[src/design/srds_pkg.sv]
package srds_pkg;

    localparam int MAX_ENTRIES = 32;
    localparam int IDX_W       = $clog2(MAX_ENTRIES);
    localparam int CNT_W       = $clog2(MAX_ENTRIES + 1);
    localparam int NAME_BYTES  = 32;

    typedef logic [NAME_BYTES*8-1:0] t_name;

    typedef struct packed {
        logic [63:0]       name_word0;
        logic [63:0]       name_word1;
        logic [63:0]       name_word2;
        logic [63:0]       name_word3;
        logic signed [7:0] signal_dbm;
        logic [3:0]        auth_code;
        logic              set_end;
    } t_in_word;

    typedef struct packed {
        logic [63:0]       out_word0;
        logic [63:0]       out_word1;
        logic [63:0]       out_word2;
        logic [63:0]       out_word3;
        logic signed [7:0] out_signal;
        logic [3:0]        out_auth;
        logic              empty_set;
        logic              run_last;
    } t_out_word;

    typedef struct packed {
        logic             rd_en;
        logic [IDX_W-1:0] rd_addr;
        logic             wr_en;
        logic             wr_name_en;
        logic [IDX_W-1:0] wr_addr;
        t_name            wr_name;
        logic [7:0]       wr_sig;
        logic [3:0]       wr_auth;
    } t_mem_req;

    typedef struct packed {
        t_name      name;
        logic [7:0] sig;
        logic [3:0] auth;
    } t_mem_rd;

    typedef enum logic [2:0] {
        S_IDLE,
        S_SEARCH,
        S_SORT,
        S_SCAN,
        S_FETCH,
        S_LOAD,
        S_EMPTY
    } t_state;

endpackage

[src/design/srds_norm.sv]
module srds_norm (
    input  srds_pkg::t_in_word i_in,
    output srds_pkg::t_name    o_name
);

    srds_pkg::t_name                  raw;
    logic [srds_pkg::NAME_BYTES-1:0]  nz;
    logic [srds_pkg::NAME_BYTES-1:0]  keep;

    // a byte survives only if every byte before it is nonzero
    always_comb begin
        raw = {i_in.name_word3, i_in.name_word2, i_in.name_word1, i_in.name_word0};
        for (int b = 0; b < srds_pkg::NAME_BYTES; b++) begin
            nz[b] = (raw[b*8 +: 8] != 8'h00);
        end
        for (int b = 0; b < srds_pkg::NAME_BYTES; b++) begin
            keep[b] = &(nz | ({srds_pkg::NAME_BYTES{1'b1}} << b));
        end
        for (int b = 0; b < srds_pkg::NAME_BYTES; b++) begin
            o_name[b*8 +: 8] = keep[b] ? raw[b*8 +: 8] : 8'h00;
        end
    end

endmodule

[config.mk]
export PLATFORM = sky130hd
export DESIGN_NAME = srds_norm
export DESIGN_NICKNAME = d
export VERILOG_FILES = /design/src/design/srds_pkg.sv /design/src/design/srds_norm.sv
export SDC_FILE = /design/constraint.sdc
export NUM_CORES = 1
export LEC_CHECK = 0
export ABC_AREA = 0
export CAP_MARGIN = 10
export CORE_AREA = 8 8 200 202
export DETAILED_ROUTE_END_ITERATION = 8
export DIE_AREA = 0 0 208 210
export DONT_BUFFER_PORTS = 1
export GPL_TIMING_DRIVEN = 0
export MAX_ROUTING_LAYER = met4
export PLACE_DENSITY_LB_ADDON = 0.08
export SYNTH_ARGS = -nofsm -noshare
export SYNTH_HDL_FRONTEND = slang
export SYNTH_SLANG_ARGS = --single-unit
[constraint.sdc]
create_clock -name vclk -period 1.5
set_input_delay 0.15 -clock vclk [all_inputs]
set_output_delay 0.15 -clock vclk [all_outputs]
set_load 0.01 [all_outputs]
Word-level counts from Yosys, hierarchy flattened

Cells that the tools add are included.

Register bits: 0
Input port bits: 269
Output and inout bits: 256
Logic and storage cells: 92

Multiplexer cells: 31
Reduce and logical (&&, ||, !) cells: 61

Operator list:

| cell                 | count |
|---|---|
| 8-bit two-way mux    | 31 |
| 8-bit nonzero test   | 31 |
| 31-bit AND reduction | 1 |
| 30-bit AND reduction | 1 |
| 29-bit AND reduction | 1 |
| 28-bit AND reduction | 1 |
| 27-bit AND reduction | 1 |
| 26-bit AND reduction | 1 |
| 25-bit AND reduction | 1 |
| 24-bit AND reduction | 1 |
| 23-bit AND reduction | 1 |
| 22-bit AND reduction | 1 |
| 21-bit AND reduction | 1 |
| 20-bit AND reduction | 1 |
| 19-bit AND reduction | 1 |
| 18-bit AND reduction | 1 |
| 17-bit AND reduction | 1 |
| 16-bit AND reduction | 1 |
| 15-bit AND reduction | 1 |
| 14-bit AND reduction | 1 |
| 13-bit AND reduction | 1 |
| 12-bit AND reduction | 1 |
| 11-bit AND reduction | 1 |
| 10-bit AND reduction | 1 |
| other kinds (8)      | 8 |

Longest topological paths before layout

Gate-level depths: netlist (run 1).

Word-level depth: 3
Mapped depth: 8
Mapped depth without buffers: 5

Least setup slack after synthesis (run 1)

Ideal clock, no wire load.

Path kind: input-to-output
Start point: in i_in[114] in the netlist's numbering
End point: out o_name[255]
Data arrival time: 1,471 ps
Required time: 1,350 ps
Path slack: -121 ps
Cell stages on the path: 5
Buffers on the path: 0
Path through: nor4_1 > and2_1 > nor4_4 > nand4_2 > nor4_1

Word-level cells in the longest chain between the ends: 3

RTL lines:

| what                 | line            | text |
|---|---|---|
| start, declared      | srds_norm.sv:2  | `input srds_pkg::t_in_word i_in,` |
| 8-bit nonzero test   | srds_norm.sv:14 | `nz[b] = (raw[b*8 +: 8] != 8'h00);` |
| 31-bit AND reduction | srds_norm.sv:17 | `keep[b] = &(nz \| ({srds_pkg::NAME_BYTES{1'b1}} << b));` |
| 8-bit two-way mux    | srds_norm.sv:20 | `o_name[b*8 +: 8] = keep[b] ? raw[b*8 +: 8] : 8'h00;` |
| end, declared        | srds_norm.sv:3  | `output srds_pkg::t_name o_name` |

Every way passes these cells.

Final worst setup path (run 1)

Start point: in i_in[160] in the netlist's numbering
End point: out o_name[238]

Word-level cells in the longest chain between the ends: 3

RTL lines:

| what                 | line |
|---|---|
| 8-bit nonzero test   | srds_norm.sv:14 |
| 29-bit AND reduction | srds_norm.sv:17 |
| 8-bit two-way mux    | srds_norm.sv:20 |

Every way passes these cells.

==> out/metrics.yaml, run 1 <==
yosys.area.top_type: "nor3_1"
seq_cell_count: 0
startpoint_type: "input pin"
seq_area_um2: 0
area_delta_synth_final_pct: 102
route.vias.total: 4699
switching_share_pct: 56.3
p_clk_share_pct: 0
dp_hpwl_um: 26100
port_buffers: 0
grt_overflow: 0
dieArea_um2: 43700
synth_xor_area_share_pct: 0
antenna_cells: 0
synth_compound_gate_area_share_pct: 0.646
core_area_um2: 37000
dpl-instance-area_um2: 4570
syn-num-nets: 827
drcViolationCount: 0
avgRoutedWirePerCell_um: 27.7
syn-instance-count: 558
status: "finished with violations"
vias_per_cell: 4.31
synth_top_area_share_pct: 17.6
grt_max_degree: 11
fmax_ghz: 0.561
grt_pass1_vias: 5045
max-slew-margin-rel_pct: 59.1
layout-drive-gt1-share_pct: 65.2
die_w_um: 208
synth.cell_area_um2: 3290
ant_nets: 0
rows: 71
yosys.cell_types.count: 33
power_frac_comb_pct: 100.0
fin_crit_sh_pct: 119
switchingPower_w: 0.000968
min-delay-start: "i_in[212]"
p_leak_nw: 2.65
drv_cap: 0
yosysWarnings: 0
worst_slew_pin_slew_ns: 0.610
die_y_um: 210
drt-initial-drc-count: 191
violations: "setup timing"
synth_top_family_by_area: "simple AND/OR/NAND/NOR gates"
rsz0062_at_grt: "yes"
crit_arrival_ns: 1.63
antenna_found_initial: 0
p_int_w: 0.000753
finalSetupViolCount: 224
clock_buffers: 0
gp_congestion: 0.919
io_pins: 525
worstSetupPathType: "in2out"
layout_setup_ws_ns: -0.284
finalNetCount: 886
critPathCaptureType: "output port"
seq_area_frac_synth_pct: 0
cpMostUsedCell: "buf_6"
critPathMaxStageDelay_ns: 0.54
synthSimpleGateAreaFrac_pct: 83.9
ir_drop_uv: 111
grtUsageTotal_pct: 12.6
synth_mux_area_share_pct: 0
routed_wl_um: 30100
synth_adder_area_share_pct: 0
critPathLaunch: "i_in[160]"
fin_area_um2: 6670
drt_first_pass_iters: 4
syn_area_per_cell_um2: 5.90
min_period_ns: 1.78
cp.required_ns: 1.35
crit_fanout: 5
cellPowerDensity_nw_per_um2: 258
power_frac_seq_pct: 0
cp_slowest_cell: "or4_4"
worstHoldPathType: "in2out"
drv_slew: 0
synth_area_leaders: "nor3_1, and2_1, nor4_1"
path_cells: "or4_4 > nor2_4 > nand3b_1 > buf_6 > buf_6 > nand4b_4 > buf_12 > nor3_4"
initial_core_util_pct: 8.91
fin_util_pct: 18.0
hold_viol: 0
grt_pass1_wl_um: 39800
## critical path, delay by kind of cell
kind                   cells  cell delay (ns)
AND/OR/NAND/NOR            5             1.03
buffers and inverters      3             0.44
## final cells by class
type | instances | area [µm²]
Inverter | 48 | 180
Fill cell | 4107 | 30300
Tap cell | 474 | 593
Timing Repair Buffer | 60 | 726
Multi-Input combinational cell | 459 | 4580
Buffer | 48 | 591
## layout by cell type, fill, tap and decap left out, types with 4 or more instances in the layout
master,count
buf_4,44
nand4b_1,8
or4_4,11
nor3_4,50
buf_8,9
buf_12,19
nor4_4,20
and2_1,16
nand3_1,32
nor4_2,17
or4_1,17
nand2_1,47
nand2_2,10
and2_4,59
nand4_4,4
buf_6,19
nor4b_4,9
nor3_2,66
clkbuf_16,5
nor4_1,19
inv_1,48
nor2_2,7
and3_1,16
and3_4,25
nor2_4,8
## path summary, 6_finish.rpt
path / cells past startpoint / end / slack, ns
max: 8 / o_name[238] / -0.28
min: 1 / o_name[7] / 0.40
## synthesized netlist by cell type, types with 2 or more instances
master	instances
nand3b_2	2
and2_1	75
and4_1	3
buf_6	4
nor4_1	44
clkbuf_1	7
nor2_1	17
buf_4	24
inv_1	48
or4_1	27
nand4b_1	8
nor4b_2	9
nand3_1	32
buf_2	15
nor3_1	116
nor4_2	11
and3_1	40
nand2_1	58
nand4_2	4
## metal layers
| layer | track usage [%] | wire (µm) | vias to the layer above |
|---|---|---|---|
| met2 | 24.8 | 16700 | 318 |
| met1 | 10.8 | 9020 | 2225 |
| met3 | 5.02 | 3230 | 24 |
| met4 | 3.57 | 1130 | 0 |
| met5 | - | 0 | - |
| li1 | - | - | 2132 |
## repair_timing
action | CTS | global route
endpoints found under the setup margin | 224 | 224
resized for setup | 288 | 65
pin swaps | 102 | 56
setup buffers | 35 | 19
hold endpoints to repair | 0 | 0
gates cloned | 4 | 5
hold buffers | 0 | 0
## logic make-up after synthesis
group | Yosys count
buffers and inverters | 99
and+or+nand+nor | 456
AOI/OAI and AO/OA | 3
## power by group through the flow
stage | Clock [W] | Sequential [W] | Combinational, W
6_report | 0 | 0 | 0.00172
5_1_grt | 0 | 0 | 0.00183
4_1_cts | 0 | 0 | 0.00166
3_5_place_dp | 0 | 0 | 0.00128
3_3_place_gp | 0 | 0 | 0.00130
2_1_floorplan | 0 | 0 | 0.000983
## metrics by stage
stage	TNS (ns)	setup WS (ns)	hold WS [ns]	power, W	instances
2_1_floorplan	-7.47	-0.0902	0.392	0.000983	558
3_3_place_gp	-95.82	-0.884	0.398	0.00130	1032
3_5_place_dp	-99.52	-0.920	0.397	0.00128	1032
4_1_cts	-47.75	-0.320	0.397	0.00166	1070
5_1_grt	-58.22	-0.325	0.397	0.00183	1089
6_report	-43.58	-0.284	0.395	0.00172	1089
(Power assumes the default switching activity.)
==> inputs of run 2 (changes only) <==
==> constraint.sdc (replaced) <==
create_clock -name vclk -period 2.1
set_input_delay 0.21 -clock vclk [all_inputs]
set_output_delay 0.21 -clock vclk [all_outputs]
set_load 0.01 [all_outputs]
==> run 2 against run 1 <==
  * The flow now finishes without violations
  * Critical path depth fell by 2
  * Via count fell by 5.0%
  * Global-route usage fell by 0.87 points
  * Utilization fell by 4.5 points
  * Flip-flop and latch count did not move
  * Sequential share of layout area did not move
  * First-iteration DRC count rose by 31%
  * Die area did not move
  * Hold slack improved by 0.12 ns
  * Setup slack improved by 0.36 ns
  * Largest cell class unchanged
  * Highest routed layer unchanged
==> out/metrics.yaml, run 2 (synthesis results as in run 1) <==
status: "complete, no violations"
worstSetupPathType: "in2out"
rows: 71
dpl-instance-area_um2: 3890
crit_fanout: 10
vias_per_cell: 4.28
core_area_um2: 37000
fin_crit_sh_pct: 96.6
path_cells: "or4_1 > nor2_4 > a21oi_1 > clkbuf_4 > and3_4 > and2_1"
multi_input_area_um2: 3690
dieArea_um2: 43700
drt_first_pass_iters: 4
n_fill_cell: 4344
min_period_ns: 2.03
port_buffers: 0
finalNetCount: 840
hold_viol: 0
crit_arrival_ns: 1.82
pre_cts_ws_ns: -0.775
critPathCaptureType: "output port"
grt_max_degree: 11
avgRoutedWirePerCell_um: 26.3
worstHoldPathType: "in2out"
drcViolationCount: 0
area_delta_synth_final_pct: 52.1
die_w_um: 208
drv_slew: 0
route.vias.total: 4464
drt-initial-drc-count: 250
dp_hpwl_um: 24700
cp.required_ns: 1.89
layout_commonest_cell: "nor3_2"
cts-hold-fix-buffers: 0
routed_wl_um: 27500
gp_congestion: 0.812
worst_slew_pin_slew_ns: 0.685
fmax_ghz: 0.493
io_pins: 525
initial_core_util_pct: 8.91
ant_nets: 0
grt_pass1_wl_um: 37800
finalSetupViolCount: 0
seq_area_um2: 0
antenna_found_initial: 0
seq_cell_count: 0
most-common-layout-cells: "nor3_2, and2_1, nand2_1"
die_y_um: 210
drv_cap: 0
clock_buffers: 0
fin_area_um2: 5010
critPathMaxStageDelay_ns: 0.60
layout-drive-gt1-share_pct: 37.6
cp_slowest_cell: "or4_1"
grtUsageTotal_pct: 11.7
max-slew-margin-rel_pct: 53.9
grt_pass1_vias: 4747
grt_overflow: 0
layout_setup_ws_ns: 0.0723
startpoint_type: "input pin"
[run 2: cell count changes in the layout (fill, tap and decap cells not counted), sizes merged]
cell,previous run,this run
buf,97,53
clkbuf,11,9
diode,0,1
[run 2: area by class of cell]
| type | instances | area share [%] |
|---|---|---|
| buffer | 51 | 8.69 |
| tap | 474 | 11.8 |
| multi-input combinational | 459 | 73.7 |
| timing repair buffer | 11 | 2.15 |
| antenna | 1 | 0.0499 |
| inverter | 48 | 3.60 |
[run 2: critical path, delay by kind of cell]
family / cells / cell delay, ns
AO/OA/AOI/OAI: 1 / 0.12
buffers and inverters: 1 / 0.27
AND/OR/NAND/NOR: 4 / 1.22
[run 2: metrics by stage]
step	TNS (ns)	instances	util, %	hold WS [ns]
2_1_floorplan	0	558	-	0.512
3_3_place_gp	-34.58	1032	10.5	0.517
3_5_place_dp	-34.21	1032	10.5	0.516
4_1_cts	-0.774	1038	13.3	0.516
5_1_grt	-0.0409	1043	13.6	0.516
6_report	0	1044	13.6	0.515
[run 2: timing repair]
action | CTS | global route
hold endpoints to repair | 0 | 0
setup buffers | 6 | 5
pin swaps | 7 | 2
gates resized for setup | 186 | 11
endpoints found under the setup margin | 163 | 160
[run 2: final timing paths]
kind / to / start / depth (start not counted) / slack [ns]
hold / removal: o_name[3] / i_in[208] / 1 / 0.52
setup / recovery: o_name[58] / i_in[241] / 6 / 0.07
[run 2: layer usage]
| layer | wire [µm] | track usage [%] | vias up | part of all wire (%) |
|---|---|---|---|---|
| li1 | - | - | 2033 | - |
| met1 | 11200 | 14.2 | 2209 | 41 |
| met2 | 14400 | 20.7 | 216 | 52 |
| met3 | 1790 | 2.64 | 6 | 6.5 |
| met4 | 86 | 0.343 | 0 | 0.31 |
| met5 | 0 | - | - | 0 |
